<file path="src/hdl/varint_and_big_endian_serializer_macros.svh">
// assertion macros for the varint and big-endian serializer
`ifndef VARINT_AND_BIG_ENDIAN_SERIALIZER_MACROS_SVH
`define VARINT_AND_BIG_ENDIAN_SERIALIZER_MACROS_SVH

// a property that must hold at every clock edge out of reset
`define VBE_ASSERT_ALWAYS(lbl, expr, msg) \
	lbl: assert property (@(posedge clk) disable iff (!arst_n) (expr)) else $error(msg);

// a condition in one cycle implies a consequence in the next
`define VBE_ASSERT_NEXT(lbl, ante, cons, msg) \
	lbl: assert property (@(posedge clk) disable iff (!arst_n) (ante) |=> (cons)) \
		else $error(msg);

`endif

</file>
<file path="src/hdl/vbe_pkg.sv">
// shared types, codes and helpers of the varint and big-endian serializer
`default_nettype none
package vbe_pkg;

	localparam int unsigned VALUE_W  = 64;
	localparam int unsigned GROUP_W  = 7;
	localparam int unsigned N_GROUPS = 10;

	localparam logic [2:0] CMD_BYTE  = 3'd0;
	localparam logic [2:0] CMD_INT32 = 3'd1;
	localparam logic [2:0] CMD_INT64 = 3'd2;
	localparam logic [2:0] CMD_VAR32 = 3'd3;
	localparam logic [2:0] CMD_VAR64 = 3'd4;

	// controls from the sequencer to the shift unit
	typedef struct packed {
		logic load;
		logic shift;
		logic big_endian;
	} shf_ctrl_t;

	function automatic logic cmd_known(input logic [2:0] c);
		logic ok;
		case (c)
			CMD_BYTE, CMD_INT32, CMD_INT64, CMD_VAR32, CMD_VAR64: ok = 1'b1;
			default: ok = 1'b0;
		endcase
		return ok;
	endfunction

	function automatic logic cmd_is_varint(input logic [2:0] c);
		return (c == CMD_VAR32) || (c == CMD_VAR64);
	endfunction

	// byte count of the fixed-size modes
	function automatic logic [3:0] fixed_count(input logic [2:0] c);
		logic [3:0] n;
		case (c)
			CMD_INT32: n = 4'd4;
			CMD_INT64: n = 4'd8;
			default:   n = 4'd1;
		endcase
		return n;
	endfunction

	// big-endian modes are left aligned, varints right aligned
	function automatic logic [63:0] align_value(input logic [2:0] c, input logic [63:0] v);
		logic [63:0] r;
		case (c)
			CMD_BYTE:  r = {v[7:0], 56'd0};
			CMD_INT32: r = {v[31:0], 32'd0};
			CMD_VAR32: r = {32'd0, v[31:0]};
			default:   r = v;
		endcase
		return r;
	endfunction

endpackage
`default_nettype wire

</file>
<file path="src/hdl/vbe_shifter.sv">
// shared shift register that peels bytes or 7-bit groups off the value
`default_nettype none
module vbe_shifter
	import vbe_pkg::*;
(
	input  wire logic                clk,
	input  wire logic                arst_n,
	input  wire shf_ctrl_t           ctrl,
	input  wire logic [2:0]          cmd,
	input  wire logic [VALUE_W-1:0]  value,
	output logic      [7:0]          raw_byte,
	output logic      [N_GROUPS-1:0] grp_nz
);

	logic [VALUE_W-1:0] data_q;

	always_ff @(posedge clk or negedge arst_n) begin
		if (!arst_n) begin
			data_q <= '0;
		end else if (ctrl.load) begin
			data_q <= align_value(cmd, value);
		end else if (ctrl.shift) begin
			if (ctrl.big_endian) begin
				data_q <= {data_q[VALUE_W-9:0], 8'd0};
			end else begin
				data_q <= {7'd0, data_q[VALUE_W-1:GROUP_W]};
			end
		end
	end

	assign raw_byte = ctrl.big_endian ? data_q[VALUE_W-1:VALUE_W-8] : {1'b0, data_q[6:0]};

	// nonzero flag per 7-bit group, the top group holds only bit 63
	always_comb begin
		for (int i = 0; i < N_GROUPS - 1; i++) begin
			grp_nz[i] = |data_q[GROUP_W*i +: GROUP_W];
		end
		grp_nz[N_GROUPS-1] = data_q[VALUE_W-1];
	end

endmodule
`default_nettype wire

</file>
<file path="src/hdl/vbe_seq.sv">
// sequencer: takes an item, sizes it, then feeds the output register byte by byte
`default_nettype none
module vbe_seq
	import vbe_pkg::*;
(
	input  wire logic                clk,
	input  wire logic                arst_n,
	input  wire logic                in_valid,
	output logic                     in_ready,
	input  wire logic [2:0]          cmd,
	output logic                     out_valid,
	input  wire logic                out_ready,
	output logic      [7:0]          out_byte,
	output logic                     last,
	output logic      [3:0]          byte_count,
	input  wire logic [7:0]          raw_byte,
	input  wire logic [N_GROUPS-1:0] grp_nz,
	output shf_ctrl_t                ctrl
);

	typedef enum logic [1:0] {
		ST_IDLE,
		ST_COUNT,
		ST_EMIT
	} state_t;

	state_t     state_q;
	logic       varint_q;
	logic [3:0] count_q;
	logic [3:0] remain_q;
	logic       out_valid_q;
	logic [7:0] byte_q;
	logic       last_q;
	logic [3:0] bc_q;
	logic       out_free;
	logic [3:0] var_count;

	assign out_free = !out_valid_q || out_ready;
	assign in_ready = (state_q == ST_IDLE);

	assign ctrl.load       = in_valid && (state_q == ST_IDLE) && cmd_known(cmd);
	assign ctrl.shift      = (state_q == ST_EMIT) && out_free;
	assign ctrl.big_endian = !varint_q;

	// highest nonzero group sets the varint length, at least one byte
	always_comb begin
		var_count = 4'd1;
		for (int i = 0; i < N_GROUPS; i++) begin
			if (grp_nz[i]) begin
				var_count = 4'(i + 1);
			end
		end
	end

	always_ff @(posedge clk or negedge arst_n) begin
		if (!arst_n) begin
			state_q     <= ST_IDLE;
			varint_q    <= 1'b0;
			count_q     <= 4'd0;
			remain_q    <= 4'd0;
			out_valid_q <= 1'b0;
			byte_q      <= 8'd0;
			last_q      <= 1'b0;
			bc_q        <= 4'd0;
		end else begin
			// a free output register is refilled while emitting, else drained
			if (out_free) begin
				out_valid_q <= (state_q == ST_EMIT);
			end
			case (state_q)
				ST_IDLE: begin
					if (ctrl.load) begin
						varint_q <= cmd_is_varint(cmd);
						count_q  <= fixed_count(cmd);
						remain_q <= fixed_count(cmd);
						state_q  <= cmd_is_varint(cmd) ? ST_COUNT : ST_EMIT;
					end
				end
				ST_COUNT: begin
					count_q  <= var_count;
					remain_q <= var_count;
					state_q  <= ST_EMIT;
				end
				ST_EMIT: begin
					if (out_free) begin
						byte_q      <= {raw_byte[7] | (varint_q && remain_q != 4'd1),
							raw_byte[6:0]};
						last_q      <= (remain_q == 4'd1);
						bc_q        <= count_q;
						remain_q    <= remain_q - 4'd1;
						if (remain_q == 4'd1) begin
							state_q <= ST_IDLE;
						end
					end
				end
				default: begin
					state_q <= ST_IDLE;
				end
			endcase
		end
	end

	assign out_valid  = out_valid_q;
	assign out_byte   = byte_q;
	assign last       = last_q;
	assign byte_count = bc_q;

endmodule
`default_nettype wire

</file>
<file path="src/hdl/varint_and_big_endian_serializer.sv">
// top level of the varint and big-endian serializer
//
//  channel | signals                          | direction
//  --------+----------------------------------+----------
//  in      | in_valid, in_ready, cmd, value   | item in
//  out     | out_valid, out_ready, out_byte,  | bytes of each item out
//          | last, byte_count                 |
//
// one item at a time: in_ready is high only while the sequencer is idle
// byte and big-endian items: accepted in idle, then n bytes emitted (n = 1, 4, 8)
// varint items: accepted in idle, sized in a counting state, then n bytes emitted (n = 1..10)
// bytes come off one 64-bit shift register, one byte per cycle at most
// a stalled out channel holds the byte register and freezes the shifter
// reset clears the sequencer and the output register, nothing else needed
`default_nettype none
`include "varint_and_big_endian_serializer_macros.svh"
module varint_and_big_endian_serializer
	import vbe_pkg::*;
(
	input  wire logic               clk,
	input  wire logic               arst_n,
	input  wire logic               in_valid,
	output logic                    in_ready,
	input  wire logic [2:0]         cmd,
	input  wire logic [VALUE_W-1:0] value,
	output logic                    out_valid,
	input  wire logic               out_ready,
	output logic      [7:0]         out_byte,
	output logic                    last,
	output logic      [3:0]         byte_count
);

	shf_ctrl_t           ctrl;
	logic [7:0]          raw_byte;
	logic [N_GROUPS-1:0] grp_nz;

	// shared shift unit holds the value being serialized
	vbe_shifter u_shifter (
		.clk      (clk),
		.arst_n   (arst_n),
		.ctrl     (ctrl),
		.cmd      (cmd),
		.value    (value),
		.raw_byte (raw_byte),
		.grp_nz   (grp_nz)
	);

	// sequencer sizes the item and drives the output register
	vbe_seq u_seq (
		.clk        (clk),
		.arst_n     (arst_n),
		.in_valid   (in_valid),
		.in_ready   (in_ready),
		.cmd        (cmd),
		.out_valid  (out_valid),
		.out_ready  (out_ready),
		.out_byte   (out_byte),
		.last       (last),
		.byte_count (byte_count),
		.raw_byte   (raw_byte),
		.grp_nz     (grp_nz),
		.ctrl       (ctrl)
	);

	// a known command starts work, so the block is busy next cycle
	`VBE_ASSERT_NEXT(a_busy_after_accept, in_valid && in_ready && cmd_known(cmd), !in_ready, "block still ready after taking an item")
	// every shown byte carries a count of one to ten
	`VBE_ASSERT_ALWAYS(a_count_range, !out_valid || (byte_count != 4'd0 && byte_count <= 4'd10), "byte count out of range")
	// a one-byte item is always flagged last
	`VBE_ASSERT_ALWAYS(a_single_last, !out_valid || byte_count != 4'd1 || last, "single byte item not flagged last")

endmodule
`default_nettype wire
</file>
<file path="config.mk">
export PLATFORM = sky130hd
export DESIGN_NAME = varint_and_big_endian_serializer
export DESIGN_NICKNAME = d
export VERILOG_FILES = /design/src/hdl/vbe_pkg.sv /design/src/hdl/vbe_shifter.sv /design/src/hdl/vbe_seq.sv /design/src/hdl/varint_and_big_endian_serializer.sv
export VERILOG_INCLUDE_DIRS = /design/src /design/src/hdl
export SDC_FILE = /design/constraint.sdc
export NUM_CORES = 1
export LEC_CHECK = 0
export ABC_AREA = 0
export BUFFER_PORTS_ARGS = -buffer_cell sky130_fd_sc_hd__buf_2
export CAP_MARGIN = 20
export CORE_MARGIN = 1
export CORE_UTILIZATION = 56
export CTS_BUF_LIST = sky130_fd_sc_hd__clkbuf_4 sky130_fd_sc_hd__clkbuf_8 sky130_fd_sc_hd__clkbuf_16
export DETAILED_ROUTE_END_ITERATION = 8
export PLACE_DENSITY = 0.81
export SLEW_MARGIN = 15
export SYNTH_ARGS = -nofsm -noshare
export SYNTH_HDL_FRONTEND = slang
export SYNTH_HIERARCHICAL = 1
export SYNTH_SLANG_ARGS = --single-unit
export TNS_END_PERCENT = 1
</file>
<file path="constraint.sdc">
create_clock -name clk -period 5.1 [get_ports clk]
set_input_delay 1.02 -clock clk [delete_from_list [all_inputs] [get_ports clk]]
set_output_delay 1.02 -clock clk [all_outputs]
set_load 0.01 [all_outputs]
</file>
==> results of run 1 <==
worst max-delay path, cell delays in order:
cell and delay [ns]:
buf_2 0.19, o21ai_0 0.15, and3_2 0.20, buf_4 0.54, and3_4 0.56, a21oi_1 0.11
o21ai_0 0.19
state kept, by name (all words and copies together) (netlist names):
| name | flops |
|---|---|
| u_seq/byte_count | 4 |
| u_seq/count_q | 4 |
| u_seq/last | 1 |
| u_seq/out_byte | 8 |
| u_seq/out_valid | 1 |
| u_seq/remain_q | 4 |
| u_seq/state_q | 2 |
| u_seq/varint_q | 1 |
| u_shifter/data_q | 64 |
metal layers:
metal	global-route usage [%]	vias up	part of all wire (%)
li1	-	2249	-
met1	43.75	2271	42
met2	49.50	256	46
met3	4.318	49	7.7
met4	16.16	0	4.0
met5	0	-	0
power by group:
part | internal (W) | leakage [nW] | switching, W
clock | 0.000302 | 0.114 | 0.000253
combinational | 0.000807 | 1.41 | 0.00106
sequential | 0.00106 | 1.09 | 0.000422
total | 0.00217 | 2.61 | 0.00174
how the worst max path moves through the flow:
stage	from	to	slack, ns	cells after the start
floorplan	out_ready	u_shifter/data_q[15]	2.64	9
global placement	out_ready	u_shifter/data_q[1]	1.78	7
detailed placement	out_ready	u_shifter/data_q[48]	1.66	7
CTS	out_ready	u_shifter/data_q[48]	2.05	7
global route	out_ready	u_shifter/data_q[48]	2.14	9
finish	cmd[1]	u_shifter/data_q[48]	2.38	7
placed cells by master (no fill, tap or decap), drive strengths merged, types with 2 or more instances in the layout:
cell type / instances
a211oi: 8
a21oi: 28
a22oi: 31
a311oi: 8
a31oi: 3
and2b: 9
and3: 3
buf: 91
bufinv: 2
clkbuf: 12
dfrtp: 89
ha: 6
inv: 10
mux2: 17
mux2i: 53
nand2: 77
nand2b: 5
nor2: 40
nor2b: 11
nor3: 12
nor3b: 4
nor4: 8
o21a: 3
o21ai: 93
o22ai: 8
o31ai: 2
or2b: 2
xor2: 2
layout make-up:
cell class	instances	area, sq um
flip-flops and latches	89	2227
inverters	10	37.54
clock inverters	4	76.32
well taps	129	161.4
repair buffers	91	493.0
multi-input cells	448	2882
clock buffers	12	152.6
fillers	793	3254
through the flow:
stage | cells | area (sq um) | utilization [%]
floorplan | 588 | 5381 | -
detailed placement | 765 | 5766 | 62.10
global placement | 765 | 5766 | 62.10
finish | 783 | 6030 | 64.95
CTS | 781 | 5995 | 64.57
global route | 783 | 6030 | 64.95
==> results.json, run 1 <==
{
  "setup_viol": 0,
  "clock_path_buffers": 2,
  "antenna_found_initial": 0,
  "worstPathArrival_ns": 2.99,
  "viasPerCell": 6.162,
  "die_h_um": 100.0,
  "crit_type": "input port to register",
  "routedWlPerCell_um": 19.25,
  "syn_avg_cell_area_sq_um": 9.152,
  "clock_latency_ns": 0.36,
  "grt_max_degree": 73,
  "layout-drive-gt1-share_pct": 22.02,
  "min_from": "u_seq/byte_count[1]",
  "worst_clock_skew_ns": 0.01311,
  "ir_drop_v": 0.0002947,
  "power_density_nw_per_um2": 647.6,
  "wirelength_um": 15070,
  "r2r_slack_ns": 2.56,
  "root_buffer": "clkbuf_8",
  "holdWs_ns": 0.4762,
  "max_freq_ghz": 0.3681,
  "worst_slew_pin_slew_ns": 0.6747,
  "regToRegStartpoint": "u_seq/state_q[0]",
  "remaining_drc_errors": 0,
  "dr_total_vias": 4825,
  "fin_crit_ns": 2.716,
  "rows": 35,
  "htreeDepth": 3,
  "hold_path.class": "register to register",
  "fin_ws_ns": 2.384,
  "overflow": 0,
  "syn_area_sq_um": 5381,
  "drt_iter0_drc": 496,
  "whs_path_depth": 2,
  "rr_worst_depth": 7,
  "slew_headroom_pct": 55.02,
  "finalSetupTns_ns": 0,
  "dpl.hpwl_um": 10840,
  "core_sq_um": 9284,
  "place_congestion": 0.9652,
  "status": "finished clean",
  "holdPathEnd": "u_seq/byte_count[1]",
  "die_area_sq_um": 10010,
  "nNetsFinal": 726,
  "grt.total_usage_pct": 31.80,
  "place_ws_ns": 1.665,
  "netlist_instances": 588,
  "ys_warn_count": 6,
  "end_kind": "register",
  "crit_fanout": 72,
  "fin_crit_sh_pct": 53.26,
  "cts_resized": 0,
  "antenna_cells": 0,
  "grt_pass1_wl_um": 24260,
  "grt_pass1_vias": 4516,
  "cts_setup_buffers": 0,
  "io_pins": 86,
  "die_w_um": 100.0,
  "required_ns": 5.37,
  "drt_pass1_iterations": 5,
  "maxSlewViolCount": 0,
  "drv_cap": 0,
  "rsz0062_at_grt": "false",
  "io_buffers": 85,
  "syn_to_final_growth_pct": 12.04,
  "p_total_w": 0.003905,
  "hold_viol_final": 0,
  "cts_tree": "yes",
  "r2r-end": "u_shifter/data_q[48]",
  "ant_nets": 0,
  "cts_hold_buf": 0,
  "clk_pin_slew_ns": 0.09,
  "initial_utilization_pct": 57.96,
  "synthesis.nets": 665,
  "cts.sinks": 89,
  "cellLeakagePower_nw": 2.611,
  "cts_buffers": 9,
  "start_kind": "input port"
}
(Power assumes the default switching activity.)
==> run 2, diff against run 1 <==
- CORE_UTILIZATION: 56 -> 52
- PLACE_DENSITY: 0.81 -> 0.79
- clock period: 5.1 -> 2.3 ns (I/O delays scaled with it)
==> run 2 against run 1 <==
Net effect: flip-flop and latch count unchanged; final cell count rose by 1.8%; die area up 7.5%; sequential share of layout area decreased by 0.59 points; power grew 130%; first-iteration DRC count rose by 17%; critical endpoint is now u_seq/remain_q[2].
==> results.json, run 2 (synthesized netlist as in run 1, its figures left out) <==
{
  "fill_cells": 900,
  "worst_clock_skew_ns": 0.01586,
  "syn_to_final_growth_pct": 13.86,
  "grt.total_usage_pct": 33.14,
  "power_density_nw_per_um2": 1436,
  "worst_slew_pin_slew_ns": 0.5228,
  "final_common_cell": "dfrtp_1",
  "overflow": 0,
  "crit_fanout": 4,
  "remaining_drc_errors": 0,
  "clock_path_buffers": 2,
  "status": "finished clean",
  "drv_cap": 0,
  "slew_headroom_pct": 65.02,
  "placedCellCount": 781,
  "place_congestion": 0.9771,
  "antenna_cells": 0,
  "cts_tree": "yes",
  "largest_reg_flops": 64,
  "die_h_um": 103.7,
  "initial_utilization_pct": 54.31,
  "viasPerCell": 6.301,
  "cts_buffers": 9,
  "multi_input_area_sq_um": 2882,
  "utilization_pct": 61.83,
  "dpl.hpwl_um": 12600,
  "routedWlPerCell_um": 21.67,
  "rsz0062_at_grt": "false",
  "wirelength_um": 17270,
  "grt_max_degree": 71,
  "hold_path.class": "input port to async pin",
  "io_buffers": 85,
  "hold_viol_final": 0,
  "cts.sinks": 89,
  "required_ns": 2.57,
  "fin_crit_sh_pct": 93.53,
  "io_pins": 86,
  "start_kind": "register",
  "setup_viol": 0,
  "end_kind": "register",
  "htreeDepth": 3,
  "finalSetupTns_ns": 0,
  "largest_register": "u_shifter/data_q",
  "clock_latency_ns": 0.37,
  "dr_total_vias": 5022,
  "grt_pass1_vias": 4756,
  "nNetsFinal": 736,
  "drt_pass1_iterations": 5,
  "stdcell_count": 797,
  "r2r_slack_ns": 0.15,
  "rows": 36,
  "clk_pin_slew_ns": 0.10,
  "layout-drive-gt1-share_pct": 23.19,
  "core_sq_um": 9910,
  "layout_common_cells": "dfrtp_1 (89), buf_2 (84), nand2_1 (76), o21ai_0 (68), mux2i_1 (53)",
  "holdWs_ns": 0.03365,
  "ant_nets": 0,
  "die_w_um": 103.7,
  "fin_crit_ns": 2.151,
  "grt_pass1_wl_um": 27240,
  "root_buffer": "clkbuf_8",
  "die_area_sq_um": 10760,
  "max_freq_ghz": 0.4648,
  "cellLeakagePower_nw": 2.642,
  "regArea_sq_um": 2227,
  "maxSlewViolCount": 0,
  "crit_type": "register to register",
  "ir_drop_v": 0.0006691,
  "worstPathArrival_ns": 2.42,
  "drt_iter0_drc": 582,
  "antenna_found_initial": 0
}
run 2: cell count changes in the layout (fill, tap and decap cells not counted), sizes merged:
cell      change
clkinv        +1
buf          +10
bufinv        -1
clkbuf        -2
inv           -1
clkinvlp      +3
run 2: worst paths after layout:
path	from	to	cells past startpoint
max in group asynchronous	arst_n	u_seq/byte_count[1]	2
worst min-delay path	arst_n	u_seq/out_valid	1
worst max register to register	u_shifter/data_q[44]	u_seq/remain_q[2]	6
worst max-delay path	u_shifter/data_q[44]	u_seq/remain_q[2]	6
worst min register to register	u_seq/byte_count[1]	u_seq/byte_count[1]	2
min in group clk	value[23]	u_shifter/data_q[23]	3
run 2: what timing repair did:
action	in CTS	in global routing
endpoints found under the setup margin	0	6
setup buffers	0	0
hold buffers	0	0
gates resized for setup	0	1
run 2: report_power, final:
part	internal [W]	total (W)	switching, W
Combinational	0.00189	0.00437	0.00248
Sequential	0.00234	0.00331	0.000966
Clock	0.000516	0.00112	0.000603
Total	0.00475	0.00880	0.00405
run 2: metrics by stage:
step / worst slack [ns] / area, sq um / power, W
3_3_place_gp: 0.01802 / 5903 / 0.007352
4_1_cts: 0.1287 / 6123 / 0.008707
5_1_grt: 0.09176 / 6127 / 0.009386
6_report: 0.1487 / 6127 / 0.008800
2_1_floorplan: 0.3480 / 5381 / 0.006173
3_5_place_dp: 0.1594 / 5923 / 0.007576
run 2: area by class of cell:
type | count | area share (%)
Clock buffer | 10 | 2.144
Clock inverter | 6 | 1.123
Inverter | 10 | 0.6126
Multi-Input combinational cell | 448 | 47.03
Sequential cell | 89 | 36.35
Tap cell | 133 | 2.716
Timing Repair Buffer | 101 | 10.03
run 2: routing by layer:
metal | share of wire (%) | track usage (%)
met2 | 45 | 49.71
met5 | 0 | 0
met3 | 9.0 | 5.035
met1 | 43 | 47.56
met4 | 3.6 | 14.59
run 2: critical path, stage by stage, from the launching register on:
cell and delay [ns]:
dfrtp_1 0.45, nor4_1 0.41, nand2_1 0.19, or4_1 0.59
nand3_1 0.14, a311oi_1 0.11, a21o_1 0.17
==> run 3, diff against run 2 <==
- GPL_ROUTABILITY_DRIVEN: not set -> 0
- MAX_ROUTING_LAYER: not set -> met4
==> run 3 against run 2 <==
Net effect: sequential power barely moved; critical path type unchanged; wire length fell by 5.5%; largest cell class unchanged; highest routed layer unchanged; worst hold slack improved by 0.29 ns.
==> results.json, run 3 (synthesized netlist as in run 1, its figures left out) <==
{
  "antenna_cells": 0,
  "die_w_um": 103.7,
  "crit_path_cell_trace": "inv_1 > ha_1 > and3_2 > buf_4 > and3_4 > a21oi_1 > o21ai_0",
  "rr_worst_depth": 7,
  "placedCellCount": 780,
  "clkPwrFrac_pct": 12.7,
  "routedWlPerCell_um": 20.45,
  "regToRegStartpoint": "u_seq/state_q[1]",
  "wirelength_um": 16320,
  "max_freq_ghz": 0.4605,
  "critPathBufInv": 2,
  "r2r-end": "u_shifter/data_q[48]",
  "final_cell_area_sq_um": 6132,
  "switching_power_w": 0.003928,
  "critPathMaxStageDelay_ns": 0.47,
  "fin_ws_ns": 0.1283,
  "comb_power_share_pct": 49.7,
  "hold_viol_final": 0,
  "status": "finished clean",
  "drv_cap": 0,
  "die_h_um": 103.7,
  "cts_tree": "yes",
  "root_buffer": "clkbuf_8",
  "setup_viol": 0,
  "io_buffers": 85,
  "required_ns": 2.58,
  "worst_clock_skew_ns": 0.01547,
  "io_pins": 86,
  "placed_cell_area_sq_um": 5891,
  "worst_slew_pin_slew_ns": 0.5219,
  "antenna_found_initial": 0,
  "slowest_stage": "and3_4",
  "viasPerCell": 6.298,
  "power_frac_seq_pct": 37.7,
  "place_ws_ns": -0.02266,
  "ir_drop_v": 0.0007153,
  "rows": 36,
  "utilization_pct": 61.88,
  "drt_iter0_drc": 618,
  "end_kind": "register",
  "die_area_sq_um": 10760,
  "power_density_nw_per_um2": 1425,
  "fin_crit_sh_pct": 94.42,
  "overflow": 0,
  "cellLeakagePower_nw": 2.668,
  "cts.sinks": 89,
  "crit_type": "register to register",
  "layout-drive-gt1-share_pct": 23.16,
  "clk_pin_slew_ns": 0.09,
  "ant_nets": 0,
  "grt_pass1_wl_um": 25610,
  "syn_to_final_growth_pct": 13.95,
  "cts_buffers": 9,
  "grt.total_usage_pct": 31.84,
  "critical-path-top-delay-family": "simple AND/OR/NAND/NOR gates",
  "dr_total_vias": 5026,
  "power.internal_w": 0.004813,
  "worstPathArrival_ns": 2.45,
  "start_kind": "register",
  "grt_max_degree": 73,
  "fin_crit_ns": 2.172,
  "final_common_cell": "dfrtp_1",
  "grt_pass1_vias": 4661,
  "cp.depth": 7,
  "crit_fanout": 26,
  "clock_latency_ns": 0.37,
  "largest_register": "u_shifter/data_q",
  "rsz0062_at_grt": "false",
  "maxSlewViolCount": 0,
  "nNetsFinal": 737,
  "core_sq_um": 9910,
  "largest_reg_flops": 64,
  "hold_path.class": "input port to register",
  "htreeDepth": 3,
  "crit_path_start": "u_seq/state_q[1]",
  "dpl.hpwl_um": 11940,
  "fill_cells": 850,
  "stdcell_count": 798,
  "remaining_drc_errors": 0,
  "crit_end": "u_shifter/data_q[48]",
  "drt_pass1_iterations": 6,
  "finalSetupTns_ns": 0,
  "layout_common_cells": "dfrtp_1 (89), buf_2 (84), nand2_1 (76), o21ai_0 (68), mux2i_1 (53)",
  "switching_share_pct": 44.94,
  "r2r_slack_ns": 0.13,
  "slew_headroom_pct": 65.12,
  "clock_path_buffers": 2,
  "initial_utilization_pct": 54.31
}
[run 3: final cells by class]
class	instances	area (sq um)	area share [%]
inverters	10	37.54	0.6121
well taps	133	166.4	2.714
clock buffers	13	160.2	2.612
multi-input cells	448	2882	46.99
flip-flops and latches	89	2227	36.32
repair buffers	102	619.3	10.10
clock inverters	3	40.04	0.6529
[run 3: metrics by stage]
| step | power, W | hold slack, ns |
|---|---|---|
| after floorplan | 0.006173 | 0.1644 |
| after global placement | 0.007230 | 0.3440 |
| after detailed placement | 0.007399 | 0.3497 |
| after CTS | 0.008526 | 0.3168 |
| after global routing | 0.009335 | 0.3394 |
| final | 0.008740 | 0.3228 |
[run 3: worst min path at each step]
stage              start                   end  slack, ns  cells after the start
2_1_floorplan     arst_n   u_seq/byte_count[0]       0.16                      0
3_3_place_gp      arst_n       u_seq/out_valid       0.34                      1
3_5_place_dp      arst_n       u_seq/out_valid       0.35                      1
4_1_cts        value[23]  u_shifter/data_q[23]       0.32                      3
5_1_grt        value[23]  u_shifter/data_q[23]       0.34                      3
6_report       value[23]  u_shifter/data_q[23]       0.32                      3
[run 3: repair_timing]
item | 4_1_cts | 5_1_grt
hold endpoints to repair | 17 | 0
endpoints found under the setup margin | 0 | 2
buffers inserted | 0 | 0
hold buffers | 1 | 0
resized for setup | 0 | 2
[run 3: power by group through the flow]
stage	sequential (W)	clock [W]	combinational (W)
3_5_place_dp	0.00325	0	0.00414
5_1_grt	0.00335	0.00118	0.00481
2_1_floorplan	0.00291	0	0.00326
3_3_place_gp	0.00322	0	0.00401
4_1_cts	0.00323	0.00112	0.00418
6_report	0.00329	0.00111	0.00434
[run 3: worst min-delay path, delay by kind of cell]
| kind | cells | cell delay [ns] |
|---|---|---|
| AOI/OAI and AO/OA | 1 | 0.06 |
| buffers and inverters | 1 | 0.09 |
| and+or+nand+nor | 1 | 0.04 |
[run 3: layer usage]
metal / vias up / wire (um) / track usage (%) / share of wire (%)
met5: - / 0 / - / 0
met4: 0 / 563 / 11.33 / 3.4
met2: 369 / 7461 / 48.56 / 46
met1: 2341 / 6544 / 42.59 / 40
met3: 52 / 1749 / 6.042 / 11
li1: 2264 / - / - / -
